<file path="src/hdl/sorted_retry_timer_queue_defines.svh">
// Assertion macros shared by the timer queue RTL.
// Depends on nothing; included by files that carry concurrent checks.
`ifndef SORTED_RETRY_TIMER_QUEUE_DEFINES_SVH
`define SORTED_RETRY_TIMER_QUEUE_DEFINES_SVH

// Same-cycle implication, disabled while reset is held.
`define SRTQ_ASSERT_NOW(label, clk, rst_n, ante, cons, msg) \
    label: assert property (@(posedge clk) disable iff (!rst_n) (ante) |-> (cons)) \
        else $error(msg);

// Next-cycle implication, disabled while reset is held.
`define SRTQ_ASSERT_NEXT(label, clk, rst_n, ante, cons, msg) \
    label: assert property (@(posedge clk) disable iff (!rst_n) (ante) |=> (cons)) \
        else $error(msg);

`endif

</file>
<file path="src/hdl/srtq_pkg.sv">
// Types and constants of the sorted retry timer queue.
// No dependencies; imported by sorted_retry_timer_queue and srtq_ctrl.
`default_nettype none

package srtq_pkg;

    localparam int TABLE_DEPTH = 32;
    localparam int IDX_W       = $clog2(TABLE_DEPTH);
    localparam int CNT_W       = $clog2(TABLE_DEPTH + 1);
    localparam int ENTRY_W     = 64;

    typedef enum logic [1:0] {
        ACT_PUSH   = 2'd0,
        ACT_POP    = 2'd1,
        ACT_REMOVE = 2'd2,
        ACT_EXPIRE = 2'd3
    } act_t;

    typedef enum logic [3:0] {
        KIND_PUSH_OK   = 4'd0,
        KIND_FULL      = 4'd1,
        KIND_CLOSED    = 4'd2,
        KIND_POPPED    = 4'd3,
        KIND_NOT_FOUND = 4'd4,
        KIND_REMOVED   = 4'd5,
        KIND_RETRY     = 4'd6,
        KIND_TIMEOUT   = 4'd7,
        KIND_EXP_END   = 4'd8
    } kind_t;

    typedef enum logic [2:0] {
        ST_IDLE,
        ST_SCAN,
        ST_EMIT_RD,
        ST_EMIT_OUT,
        ST_COPY,
        ST_RESP
    } state_t;

    typedef struct packed {
        logic [7:0]  conn;
        logic [7:0]  mtype;
        logic [15:0] retries;
        logic [31:0] deadline;
    } entry_t;

    typedef struct packed {
        act_t        action;
        logic [31:0] now_ms;
        logic [7:0]  conn_id;
        logic [7:0]  msg_type;
        logic [15:0] retries;
        logic [31:0] timeout_ms;
        logic        conn_open;
    } req_t;

    typedef struct packed {
        logic             valid;
        kind_t            kind;
        logic [7:0]       conn_id;
        logic [7:0]       msg_type;
        logic [15:0]      retries_left;
        logic [31:0]      next_wait_ms;
        logic [CNT_W-1:0] removed_count;
        logic             last;
    } res_t;

    // a is before b when a - b is negative as a signed 32-bit value
    function automatic logic wrap_before(input logic [31:0] a, input logic [31:0] b);
        logic [31:0] diff;
        diff = a - b;
        return diff[31];
    endfunction

endpackage

`default_nettype wire

</file>
<file path="src/hdl/sorted_retry_timer_queue.sv">
// Sequence: push, pop and remove sweep the table once before the result; a push
//   that is full or closed skips the sweep. Expire scans the due prefix, then reads
//   each expired timer from the RAM (one read each) and emits it, then copies the rest down.
// Throughput: one request at a time, set by the single read port of the table RAM.
// Reset: asynchronous, clears the entry count; the table RAM is not cleared.
// Top level of the sorted retry timer queue; depends on srtq_pkg and srtq_ctrl.
`default_nettype none

module sorted_retry_timer_queue
    import srtq_pkg::*;
(
    input  wire logic         clk,
    input  wire logic         rst_n,
    input  wire logic         s_axis_tvalid,
    output logic              s_axis_tready,
    // now_ms[31:0], conn_id[39:32], msg_type[47:40], retries[63:48],
    // timeout_ms[95:64], conn_open[96], zero fill
    input  wire logic [103:0] s_axis_tdata,
    // action[1:0]
    input  wire logic [1:0]   s_axis_tuser,
    output logic              m_axis_tvalid,
    input  wire logic         m_axis_tready,
    // out_conn_id[7:0], out_msg_type[15:8], retries_left[31:16],
    // next_wait_ms[63:32], removed_count[69:64], zero fill
    output logic [71:0]       m_axis_tdata,
    // kind[3:0]
    output logic [3:0]        m_axis_tuser,
    output logic              m_axis_tlast
);

    req_t  req;
    res_t  res;
    logic  res_free;
    logic  out_valid_reg;
    logic [71:0] out_data_reg;
    logic [3:0]  out_kind_reg;
    logic        out_last_reg;

    assign req.action     = act_t'(s_axis_tuser);
    assign req.now_ms     = s_axis_tdata[31:0];
    assign req.conn_id    = s_axis_tdata[39:32];
    assign req.msg_type   = s_axis_tdata[47:40];
    assign req.retries    = s_axis_tdata[63:48];
    assign req.timeout_ms = s_axis_tdata[95:64];
    assign req.conn_open  = s_axis_tdata[96];

    // output register takes a new result when empty or being drained
    assign res_free = !out_valid_reg || m_axis_tready;

    srtq_ctrl u_ctrl (
        .clk       (clk),
        .rst_n     (rst_n),
        .req_valid (s_axis_tvalid),
        .req       (req),
        .req_ready (s_axis_tready),
        .res_free  (res_free),
        .res       (res)
    );

    always_ff @(posedge clk or negedge rst_n)
    begin
        if (!rst_n)
        begin
            out_valid_reg <= 1'b0;
        end
        else if (res_free)
        begin
            out_valid_reg <= res.valid;
        end
    end

    always_ff @(posedge clk)
    begin
        if (res_free && res.valid)
        begin
            out_data_reg <= {2'b00, 6'(res.removed_count), res.next_wait_ms,
                             res.retries_left, res.msg_type, res.conn_id};
            out_kind_reg <= res.kind;
            out_last_reg <= res.last;
        end
    end

    assign m_axis_tvalid = out_valid_reg;
    assign m_axis_tdata  = out_data_reg;
    assign m_axis_tuser  = out_kind_reg;
    assign m_axis_tlast  = out_last_reg;

endmodule

`default_nettype wire

</file>
<file path="src/hdl/srtq_ram.sv">
// Simple dual-port synchronous RAM: one write port, one registered read port.
// Generic; used as the timer table store.
`default_nettype none

module srtq_ram #(
    parameter int DEPTH = 32,
    parameter int WIDTH = 64,
    parameter int AW    = $clog2(DEPTH)
) (
    input  wire logic             clk,
    input  wire logic             we,
    input  wire logic [AW-1:0]    waddr,
    input  wire logic [WIDTH-1:0] wdata,
    input  wire logic             re,
    input  wire logic [AW-1:0]    raddr,
    output logic      [WIDTH-1:0] rdata
);

    logic [WIDTH-1:0] mem [DEPTH];

    always_ff @(posedge clk)
    begin
        if (we)
        begin
            mem[waddr] <= wdata;
        end
    end

    always_ff @(posedge clk)
    begin
        if (re)
        begin
            rdata <= mem[raddr];
        end
    end

endmodule

`default_nettype wire

</file>
<file path="src/hdl/srtq_ctrl.sv">
// Sequencer of the timer queue: sweeps the table RAM for each request but a refused push.
// Depends on srtq_pkg, srtq_ram and the assertion macro header.
`default_nettype none
`include "sorted_retry_timer_queue_defines.svh"

module srtq_ctrl
    import srtq_pkg::*;
(
    input  wire logic clk,
    input  wire logic rst_n,
    input  wire logic req_valid,
    input  wire req_t req,
    output logic      req_ready,
    input  wire logic res_free,
    output res_t      res
);

    state_t           state_reg, state_next;
    act_t             act_reg, act_next;
    logic [31:0]      now_reg, now_next;
    logic [7:0]       kconn_reg, kconn_next;
    logic [7:0]       ktype_reg, ktype_next;
    entry_t           new_reg, new_next;
    entry_t           hold_reg, hold_next;
    logic [CNT_W-1:0] count_reg, count_next;
    logic [CNT_W-1:0] rd_reg, rd_next;
    logic [CNT_W-1:0] wr_reg, wr_next;
    logic [CNT_W-1:0] due_reg, due_next;
    logic [CNT_W-1:0] em_reg, em_next;
    logic [CNT_W-1:0] removed_reg, removed_next;
    logic             pend_reg, pend_next;
    logic [IDX_W-1:0] pidx_reg, pidx_next;
    logic             found_reg, found_next;
    logic [31:0]      wait_reg, wait_next;
    kind_t            kind_reg, kind_next;

    logic             mem_we, mem_re;
    logic [IDX_W-1:0] mem_waddr, mem_raddr;
    entry_t           mem_wdata, rd_entry;
    logic [ENTRY_W-1:0] rdata_raw;

    logic             accept, issue, sweep_done, full;
    logic [CNT_W-1:0] due_final;

    srtq_ram #(.DEPTH(TABLE_DEPTH), .WIDTH(ENTRY_W), .AW(IDX_W)) u_ram (
        .clk   (clk),
        .we    (mem_we),
        .waddr (mem_waddr),
        .wdata (mem_wdata),
        .re    (mem_re),
        .raddr (mem_raddr),
        .rdata (rdata_raw)
    );

    assign rd_entry   = rdata_raw;
    assign req_ready  = (state_reg == ST_IDLE);
    assign accept     = req_valid && req_ready;
    assign full       = (count_reg >= CNT_W'(TABLE_DEPTH));
    // expire stops reading once a timer that is not yet due has been seen
    assign issue      = (rd_reg < count_reg)
                        && ((state_reg == ST_COPY)
                            || (state_reg == ST_SCAN
                                && !(act_reg == ACT_EXPIRE && found_reg)));
    assign sweep_done = !pend_reg
                        && ((rd_reg == count_reg)
                            || (act_reg == ACT_EXPIRE && found_reg && state_reg == ST_SCAN));
    assign due_final  = found_reg ? due_reg : count_reg;

    always_comb
    begin
        state_next = state_reg;
        unique case (state_reg)
            ST_IDLE:
            begin
                if (accept)
                begin
                    if (req.action == ACT_PUSH && (full || !req.conn_open))
                        state_next = ST_RESP;
                    else
                        state_next = ST_SCAN;
                end
            end
            ST_SCAN:
            begin
                if (sweep_done)
                begin
                    if (act_reg == ACT_EXPIRE && due_final != '0)
                        state_next = ST_EMIT_RD;
                    else
                        state_next = ST_RESP;
                end
            end
            ST_EMIT_RD:
            begin
                state_next = ST_EMIT_OUT;
            end
            ST_EMIT_OUT:
            begin
                if (res_free)
                    state_next = (em_reg == CNT_W'(1)) ? ST_COPY : ST_EMIT_RD;
            end
            ST_COPY:
            begin
                if (sweep_done)
                    state_next = ST_RESP;
            end
            ST_RESP:
            begin
                if (res_free)
                    state_next = ST_IDLE;
            end
            default:
            begin
                state_next = ST_IDLE;
            end
        endcase
    end

    always_comb
    begin
        act_next     = act_reg;
        now_next     = now_reg;
        kconn_next   = kconn_reg;
        ktype_next   = ktype_reg;
        new_next     = new_reg;
        hold_next    = hold_reg;
        count_next   = count_reg;
        rd_next      = rd_reg;
        wr_next      = wr_reg;
        due_next     = due_reg;
        em_next      = em_reg;
        removed_next = removed_reg;
        found_next   = found_reg;
        wait_next    = wait_reg;
        kind_next    = kind_reg;
        pend_next    = 1'b0;
        pidx_next    = pidx_reg;
        mem_we       = 1'b0;
        mem_waddr    = '0;
        mem_wdata    = rd_entry;
        mem_re       = 1'b0;
        mem_raddr    = rd_reg[IDX_W-1:0];
        res          = '0;

        unique case (state_reg)
            ST_IDLE:
            begin
                if (accept)
                begin
                    act_next              = req.action;
                    now_next              = req.now_ms;
                    kconn_next            = req.conn_id;
                    ktype_next            = req.msg_type;
                    new_next.conn         = req.conn_id;
                    new_next.mtype        = req.msg_type;
                    new_next.retries      = req.retries;
                    new_next.deadline     = req.now_ms + req.timeout_ms;
                    rd_next               = '0;
                    wr_next               = '0;
                    found_next            = 1'b0;
                    wait_next             = '0;
                    removed_next          = '0;
                    kind_next             = full ? KIND_FULL : KIND_CLOSED;
                end
            end
            ST_SCAN, ST_COPY:
            begin
                if (issue)
                begin
                    mem_re    = 1'b1;
                    pend_next = 1'b1;
                    pidx_next = rd_reg[IDX_W-1:0];
                    rd_next   = rd_reg + CNT_W'(1);
                end
                if (pend_reg && state_reg == ST_COPY)
                begin
                    mem_we    = 1'b1;
                    mem_waddr = pidx_reg - due_reg[IDX_W-1:0];
                end
                else if (pend_reg)
                begin
                    case (act_reg)
                        ACT_PUSH:
                        begin
                            // carry the displaced entry one slot up
                            if (found_reg)
                            begin
                                mem_we    = 1'b1;
                                mem_waddr = pidx_reg;
                                mem_wdata = hold_reg;
                                hold_next = rd_entry;
                            end
                            else if (new_reg.deadline == rd_entry.deadline
                                     || wrap_before(new_reg.deadline, rd_entry.deadline))
                            begin
                                mem_we     = 1'b1;
                                mem_waddr  = pidx_reg;
                                mem_wdata  = new_reg;
                                hold_next  = rd_entry;
                                found_next = 1'b1;
                            end
                        end
                        ACT_POP:
                        begin
                            if (found_reg)
                            begin
                                mem_we    = 1'b1;
                                mem_waddr = pidx_reg - IDX_W'(1);
                            end
                            else if (rd_entry.conn == kconn_reg && rd_entry.mtype == ktype_reg)
                            begin
                                found_next = 1'b1;
                            end
                        end
                        ACT_REMOVE:
                        begin
                            if (rd_entry.conn != kconn_reg)
                            begin
                                mem_we    = 1'b1;
                                mem_waddr = wr_reg[IDX_W-1:0];
                                wr_next   = wr_reg + CNT_W'(1);
                            end
                        end
                        default:
                        begin
                            if (!found_reg && wrap_before(now_reg, rd_entry.deadline))
                            begin
                                found_next = 1'b1;
                                due_next   = {1'b0, pidx_reg};
                                wait_next  = rd_entry.deadline - now_reg;
                            end
                        end
                    endcase
                end
                if (sweep_done && state_reg == ST_COPY)
                begin
                    count_next = count_reg - due_reg;
                    kind_next  = KIND_EXP_END;
                end
                else if (sweep_done)
                begin
                    case (act_reg)
                        ACT_PUSH:
                        begin
                            mem_we     = 1'b1;
                            mem_waddr  = count_reg[IDX_W-1:0];
                            mem_wdata  = found_reg ? hold_reg : new_reg;
                            count_next = count_reg + CNT_W'(1);
                            kind_next  = KIND_PUSH_OK;
                        end
                        ACT_POP:
                        begin
                            if (found_reg)
                                count_next = count_reg - CNT_W'(1);
                            kind_next = found_reg ? KIND_POPPED : KIND_NOT_FOUND;
                        end
                        ACT_REMOVE:
                        begin
                            removed_next = count_reg - wr_reg;
                            count_next   = wr_reg;
                            kind_next    = KIND_REMOVED;
                        end
                        default:
                        begin
                            due_next  = due_final;
                            em_next   = due_final;
                            kind_next = KIND_EXP_END;
                        end
                    endcase
                end
            end
            ST_EMIT_RD:
            begin
                mem_re    = 1'b1;
                mem_raddr = em_reg[IDX_W-1:0] - IDX_W'(1);
            end
            ST_EMIT_OUT:
            begin
                res.valid    = 1'b1;
                res.conn_id  = rd_entry.conn;
                res.msg_type = rd_entry.mtype;
                if (rd_entry.retries != '0)
                begin
                    res.kind         = KIND_RETRY;
                    res.retries_left = rd_entry.retries - 16'd1;
                end
                else
                begin
                    res.kind = KIND_TIMEOUT;
                end
                if (res_free)
                begin
                    em_next = em_reg - CNT_W'(1);
                    // copy the survivors down behind the expired prefix
                    rd_next = due_reg;
                end
            end
            ST_RESP:
            begin
                res.valid         = 1'b1;
                res.kind          = kind_reg;
                res.next_wait_ms  = wait_reg;
                res.removed_count = removed_reg;
                res.last          = 1'b1;
            end
            default:
            begin
            end
        endcase
    end

    always_ff @(posedge clk or negedge rst_n)
    begin
        if (!rst_n)
        begin
            state_reg <= ST_IDLE;
            count_reg <= '0;
            pend_reg  <= 1'b0;
            found_reg <= 1'b0;
        end
        else
        begin
            state_reg <= state_next;
            count_reg <= count_next;
            pend_reg  <= pend_next;
            found_reg <= found_next;
        end
    end

    always_ff @(posedge clk)
    begin
        act_reg     <= act_next;
        now_reg     <= now_next;
        kconn_reg   <= kconn_next;
        ktype_reg   <= ktype_next;
        new_reg     <= new_next;
        hold_reg    <= hold_next;
        rd_reg      <= rd_next;
        wr_reg      <= wr_next;
        due_reg     <= due_next;
        em_reg      <= em_next;
        removed_reg <= removed_next;
        pidx_reg    <= pidx_next;
        wait_reg    <= wait_next;
        kind_reg    <= kind_next;
    end

    `SRTQ_ASSERT_NOW(a_count_bound, clk, rst_n, 1'b1, count_reg <= CNT_W'(TABLE_DEPTH),
        "entry count above table depth")
    `SRTQ_ASSERT_NOW(a_idle_quiet, clk, rst_n, state_reg == ST_IDLE,
        !mem_we && !pend_reg && !res.valid, "table or result activity while idle")
    `SRTQ_ASSERT_NEXT(a_emit_after_read, clk, rst_n, state_reg == ST_EMIT_RD,
        state_reg == ST_EMIT_OUT, "expired entry read not followed by its result")
    `SRTQ_ASSERT_NEXT(a_count_steady, clk, rst_n, state_reg == ST_EMIT_OUT
        || state_reg == ST_EMIT_RD || state_reg == ST_RESP,
        count_reg == $past(count_reg), "entry count changed outside a sweep")

endmodule

`default_nettype wire
</file>
<file path="config.mk">
export PLATFORM = sky130hd
export DESIGN_NAME = sorted_retry_timer_queue
export DESIGN_NICKNAME = d
export VERILOG_FILES = /design/src/hdl/srtq_pkg.sv /design/src/hdl/sorted_retry_timer_queue.sv /design/src/hdl/srtq_ram.sv /design/src/hdl/srtq_ctrl.sv
export VERILOG_INCLUDE_DIRS = /design/src /design/src/hdl
export SDC_FILE = /design/constraint.sdc
export NUM_CORES = 2
export LEC_CHECK = 0
export ABC_CLOCK_PERIOD_IN_PS = 15590
export BUFFER_PORTS_ARGS = -buffer_cell sky130_fd_sc_hd__buf_2
export CAP_MARGIN = 20
export CORE_ASPECT_RATIO = 1.4
export CORE_MARGIN = 5
export CORE_UTILIZATION = 25
export CTS_BUF_LIST = sky130_fd_sc_hd__clkbuf_2 sky130_fd_sc_hd__clkbuf_4 sky130_fd_sc_hd__clkbuf_8
export DETAILED_ROUTE_END_ITERATION = 8
export HOLD_SLACK_MARGIN = 0.08
export PLACE_DENSITY_LB_ADDON = 0.15
export SLEW_MARGIN = 20
export SYNTH_ARGS = -nofsm -noshare
export SYNTH_HDL_FRONTEND = slang
export SYNTH_SLANG_ARGS = --single-unit
</file>
<file path="constraint.sdc">
create_clock -name clk -period 15.59 [get_ports clk]
set_clock_uncertainty 0.1 [all_clocks]
set_input_delay 0.7795 -clock clk [delete_from_list [all_inputs] [get_ports clk]]
set_output_delay 0.7795 -clock clk [all_outputs]
set_load 0.005 [all_outputs]
</file>
== Yosys cells after proc, flatten, opt, wreduce, memory -nomap -nowiden ==
Memory sizes are Yosys's and may differ from the RTL's. A register that Yosys moved wholly into a read port is not among the register bits.
Index checks and enable logic that the tools add are counted.
Word-level totals
  bits in writable memories: 2048
  output and inout bits: 79
  logic and storage cells: 231
  flip-flop bits (word level): 320
  memories: 1
Operators by class
  order comparisons: 2
  bitwise gates (word level): 1
  muxes and demuxes: 103
  eq/ne operators: 32
  reduce and logical (&&, ||, !) cells: 49
  $add $sub $neg: 15
Memory list
  u_ctrl.u_ram.mem: depth 32, width 64, read ports 1, clocked after Yosys merged registers in 1, wr ports 1, line srtq_ram.sv:19  | logic [WIDTH-1:0] mem [DEPTH];
Operators by type and width (number)
  $mux W64: 12
  $mux W32: 5
  $mux W6: 25
  $sub A32 B32 Y32: 3
  $pmux W32 S2: 1
  $mux W5: 11
  $pmux W6 S2: 3
  $pmux W6 S3: 2
  $add A32 B32 Y32: 1
  $eq A32 B32 Y1: 1
  $mux W3: 9
  $mux W1: 22
  $reduce_and A5 Y1: 4
  $add A6 B1 Y6 const B: 3
  $pmux W3 S6: 1
  $reduce_and A6 Y1: 3
  $eq A8 B8 Y1: 2
  $ne A2 B2 Y1 const B: 8
  $reduce_bool A16 Y1: 1
  $sub A16 B1 Y16 const B: 1
  $pmux W5 S3: 1
  $ne A2 B1 Y1 const B: 7
  $logic_and A1 B1 Y1: 13
  $mux W4: 3
  36 further kinds: 60

== Logic depth before layout (Yosys ltp) ==
  word-level depth: 13
  depth in mapped cells: 14
  depth with buffers taken out: 13

== Modules after synthesis ==
Synthesis repeated with hierarchy kept, for this count alone.
Second synthesis, totals
  cells, all modules: 4857
  area, all modules: 99111.3 um2
Modules (own cells, without submodules)
  srtq_ram: area each 79605.1 um2, times used 1, seq. area each 63420.8 um2, cells each 3096
  srtq_ctrl: area each 17181.5 um2, times used 1, seq. area each 7272.0 um2, cells each 1679
  sorted_retry_timer_queue: area each 2324.7 um2, times used 1, seq. area each 2277.2 um2, cells each 82

== Worst setup path after synthesis ==
OpenSTA, ideal clock, no wires.
  path type: flip-flop to flip-flop
  start: register u_ctrl.u_ram.rdata[22], read port of u_ctrl.u_ram.mem
  end: memory u_ctrl.u_ram.mem[0][0], enable pin
  arrival: 6.907 ns
  required time: 14.925 ns
  cell stages (with the launch flop): 13
  path slack: 8.018 ns
  period minus slack after synthesis: 7.572 ns
  buffers on the path: 1
  cells stage by stage: edfxtp_1 inv_1 ha_1 nand4_2 nor4_4 a21boi_1 and2_1 a21bo_4 or3_1 a21oi_1 nand2b_1 clkbuf_1 nor3_1
Between the ends
  word-level cells in the longest chain between the ends: 13
  elaborated cells on any way between the ends: 23
  classes of those cells: 1 x add/sub; 1 x eq/ne; 20 x mux; 1 x reduce/logical
Ends and longest elaborated chain
  start: declaration: line srtq_ram.sv:16  | output logic [WIDTH-1:0] rdata
  $sub A32 B32 Y32 or $eq A32 B32 Y1 (tied branches): line srtq_pkg.sv:71, srtq_ctrl.sv:193
  $logic_or A1 B1 Y1 (*): line srtq_ctrl.sv:194  | || wrap_before(new_reg.deadline, rd_entry.deadline))
  $mux W1: line srtq_ctrl.sv:193  | else if (new_reg.deadline == rd_entry.deadline
  $mux W1: line srtq_ctrl.sv:186  | if (found_reg)
  $pmux W1 S3: line srtq_ctrl.sv:182  | case (act_reg)
  $mux W1: line srtq_ctrl.sv:180  | else if (pend_reg)
  $mux W1: line srtq_ctrl.sv:175  | if (pend_reg && state_reg == ST_COPY)
  $mux W1: line srtq_ctrl.sv:242  | case (act_reg)
  $mux W1: line srtq_ctrl.sv:240  | else if (sweep_done)
  $mux W1: line srtq_ctrl.sv:235  | if (sweep_done && state_reg == ST_COPY)
  $mux W1: line srtq_ctrl.sv:145  | unique case (state_reg)
  $mux W1: line srtq_ram.sv:23  | if (we)
  $mux W1 (implied by the code): line srtq_ram.sv:25  | mem[waddr] <= wdata;
  end: declaration: line srtq_ram.sv:19
Every way passes the cells marked *; elsewhere a longest branch is shown, timed or not.

== Final worst setup path ==
  start: register u_ctrl.count_reg[5]
  end: memory u_ctrl.u_ram.mem[11][26], enable pin
Between the ends
  word-level cells in the longest chain between the ends: 8
  elaborated cells on any way between the ends: 12
  classes of those cells: 1 x eq/ne; 8 x mux; 3 x reduce/logical
Ends and longest elaborated chain
  start: declaration: line srtq_ctrl.sv:25  | logic [CNT_W-1:0] count_reg, count_next;
  start signal: assignment: line srtq_ctrl.sv:324  | count_reg <= count_next;
  $eq A6 B6 Y1 (*): line srtq_ctrl.sv:65  | && ((rd_reg == count_reg)
  $logic_or A1 B1 Y1 (*): line srtq_ctrl.sv:66  | || (act_reg == ACT_EXPIRE && found_reg && state_reg == ST_SCAN));
  $logic_and A1 B1 Y1 (*): line srtq_ctrl.sv:65
  $mux W1 or $logic_and A1 B1 Y1 (tied branches): line srtq_ctrl.sv:240, srtq_ctrl.sv:235
  $mux W1: line srtq_ctrl.sv:235
  $mux W1: line srtq_ctrl.sv:145
  $mux W1: line srtq_ram.sv:23
  $mux W1 (implied by the code): line srtq_ram.sv:25
Marked as above.

==> qor.yml <==
worst_hold_path:
  hp-class: "input pin to flip-flop"
timing:
  fin_tns_setup_ns: 0
  final_hold_viol_count: 0
  max_slew_margin: 0.294
  holdWs_ns: 0.205
  fmax_mhz: 151
  rsz0062_at_grt: "no"
  drv_slew: 0
  fin_crit_sh: 0.426
  worstMarginPinSlew_ns: 1.06
  fin_crit_ns: 6.63
  setup_viol: 0
route:
  drtIter0Drc: 3376
  dr.pass1.iters: 5
  ant_nets: 0
  wl_per_cell_um: 26.3
  routed_wl_um: 298000
  dr_total_vias: 51000
  remaining_drc_errors: 0
  viasPerCell: 4.50
placed_design:
  gp_congestion: 0.756
  portBuffers: 179
  detailed_place_hpwl_um: 162000
grt:
  grt.total_usage: 0.142
  grt_max_degree: 128
  antenna_found_initial: 25
  grt_pass1_wl_um: 419000
  grt_pass1_vias: 55800
  overflow: 0
power:
  p_comb_frac: 0.330
  clkPwrFrac: 0.252
  switchingPower_uw: 7460
  power.density_nw_per_um2: 189
  ir_drop_mv: 0.153
  switching_share: 0.341
  p_int_uw: 14400
  pwr-share-seq: 0.418
  p_leak_uw: 0.0376
clocking:
  clock_latency_ns: 1.06
  cts_setup_buffers: 0
  clock_tree.root_cell: "clkbuf_8"
  clkTransAtPathRegs_ns: 0.07
  cts_max_path_buffers: 4
  cts.sinks: 2432
  cts_made_buffers: 392
  htree_levels: 5
  cts_tree: "built"
setup_path:
  worstPathArrival_ns: 7.13
  crit_path_top_delay_cell: "nor2_4"
  slowest_delay_ns: 0.85
  cp.required_ns: 16.08
  cp_top_family: "simple AND/OR/NAND/NOR gates"
  startpoint_type: "flip-flop"
  crit_top_cell: "buf_4"
  crit_chain: "inv_1 > ha_1 > and3_1 > nand4_1 > a21oi_1 > buf_4 > and3_1 > o21ai_1 > a211oi_1 > o21a_1 > nand2_1 > nor2_4 > buf_4 > buf_4"
  critPathMaxFanout: 28
  cp-end-kind: "flip-flop"
  critical_path_buf_inv_count: 4
  worstSetupPathType: "flip-flop to flip-flop"
synthesis:
  synth_compound_area_frac: 0.0385
  async_flop_share: 0.00493
  ys_seq_elements: 2432
  synth_top_family_by_area: "multiplexers"
  synthSimpleGateAreaFrac: 0.0338
  muxShareOfSynthArea: 0.145
  synth_edf_count: 2420
  yosysWarningCount: 0
  synth.distinct_cells: 80
  synth_area_um2: 99000
  synth_cells: 5179
  avgSynthCellArea_um2: 19.1
  synthXorXnorAreaFrac: 0.0101
  yosys.area_share.adder: 0.0207
  seq_area_frac_synth: 0.737
  synthFlopType: "edfxtp_1"
floorplanning:
  num_io_pins: 189
  fp.dieH_um: 755
  die_w_um: 542
  rows: 273
  initial_core_util: 0.251
  die_area_um2: 409000
  core-area_um2: 395000
layout:
  top_register: "u_ctrl.u_ram.mem"
  syn_to_final_growth_pct: 17.0
  finish.utilization: 0.293
  mostFrequentLayoutCells: "edfxtp_1 (2,420), mux4_2 (512), clkbuf_8 (399)"
  num-nets-final: 6045
  final_layout_size_suffix_gt1_frac: 0.276
  layout_commonest_cell: "edfxtp_1"
  largest_reg_flops: 2048
run_status:
  outcome: "finished, final reports clean"
job:
  cap_violations: 0
[path summary, 6_finish.rpt]
kind	start	depth (start not counted)	end	slack, ns
max reg2reg	u_ctrl.count_reg[5]	14	u_ctrl.u_ram.mem[11][26]	8.96
min	s_axis_tdata[77]	3	u_ctrl.new_reg[13]	0.20
min in group asynchronous	rst_n	3	u_ctrl.pend_reg	0.76
min reg2reg	u_ctrl.u_ram.rdata[59]	0	u_ctrl.hold_reg[59]	0.41
max	u_ctrl.count_reg[5]	14	u_ctrl.u_ram.mem[11][26]	8.96
max in group asynchronous	rst_n	3	m_axis_tvalid	14.19
[routing by layer]
layer	global-route usage	wire length, µm
met1	0.178	125000
met2	0.255	153000
met3	0.0196	11700
met4	0.0385	7620
met5	0	27
[repair_timing]
item,CTS,global route
resized for setup,0,0
hold buffers,88,0
endpoints found under the hold margin,98,0
[cell usage after synthesis, drive strengths merged, types with 4 or more instances]
library cell  instances  area share
edfxtp             2420        0.73
mux4                512        0.12
nor2                354       0.013
a21oi               162      0.0082
ha                  154       0.019
nand2               154      0.0059
o21ai               144      0.0073
buf                 138      0.0068
mux2i               136       0.014
mux2                128       0.015
inv                 110      0.0042
clkbuf              108      0.0041
o211ai               76      0.0058
o22ai                69      0.0044
and2                 64      0.0040
xnor2                59      0.0052
xor2                 55      0.0049
a21o                 44      0.0033
nor3                 35      0.0018
a211oi               22      0.0017
nand3                21      0.0011
nand2b               18      0.0011
nor2b                18      0.0011
nand4                17      0.0012
o21a                 15      0.0012
and3                 13     0.00082
a31oi                12     0.00076
dfrtp                12      0.0030
or3                   9     0.00057
o21bai                8     0.00061
nor4                  7     0.00090
fa                    6      0.0012
o31ai                 6     0.00045
a211o                 5     0.00044
o31a                  5     0.00044
or2                   5     0.00032
a21boi                4     0.00038
a221oi                4     0.00035
nand4b                4     0.00035
or4                   4     0.00030
[through the flow]
step	cells	setup WS [ns]	area, µm²	power [µW]
3_3_place_gp	10500	8.92	107000	16600
2_1_floorplan	5180	8.02	99000	14000
5_1_grt	11300	8.55	116000	23100
3_5_place_dp	10500	8.85	107000	16700
4_1_cts	11300	8.76	116000	22400
6_report	11300	8.96	116000	21900
[power groups by stage]
stage / registers [µW] / clock network, µW / logic [µW]
6_report: 9140 / 5520 / 7240
5_1_grt: 9180 / 6010 / 7930
4_1_cts: 9150 / 5740 / 7460
2_1_floorplan: 9150 / 0 / 4830
3_3_place_gp: 9280 / 0 / 7340
3_5_place_dp: 9280 / 0 / 7420
[area by class of cell]
class                           count  area [µm²]
Fill cell                       39300      279000
Clock inverter                    195        1270
Inverter                          110         413
Tap cell                         5225        6540
Sequential cell                  2432       73000
Clock buffer                      506        6290
Antenna cell                       10        25.0
Timing Repair Buffer              447        3320
Multi-Input combinational cell   2392       25000
[worst reg2reg max path: stages (launching register included)]
cell	delay (ns)
dfrtp_1	0.57
inv_1	0.23
ha_1	0.35
and3_1	0.20
nand4_1	0.17
a21oi_1	0.56
buf_4	0.26
and3_1	0.32
o21ai_1	0.17
a211oi_1	0.26
o21a_1	0.19
nand2_1	0.45
nor2_4	0.86
buf_4	0.73
buf_4	0.73
[cells by family after synthesis]
| logic type | count (synthesis) |
|---|---|
| AOI/OAI and AO/OA | 608 |
| buffers and inverters | 356 |
| and+or+nand+nor | 732 |
| adders and majority gates | 160 |
| other | 1 |
| xor gates and xnor gates | 114 |
| muxes | 776 |
| DFF | 2432 |
No activity file was read; power rests on OpenSTA's default activity.
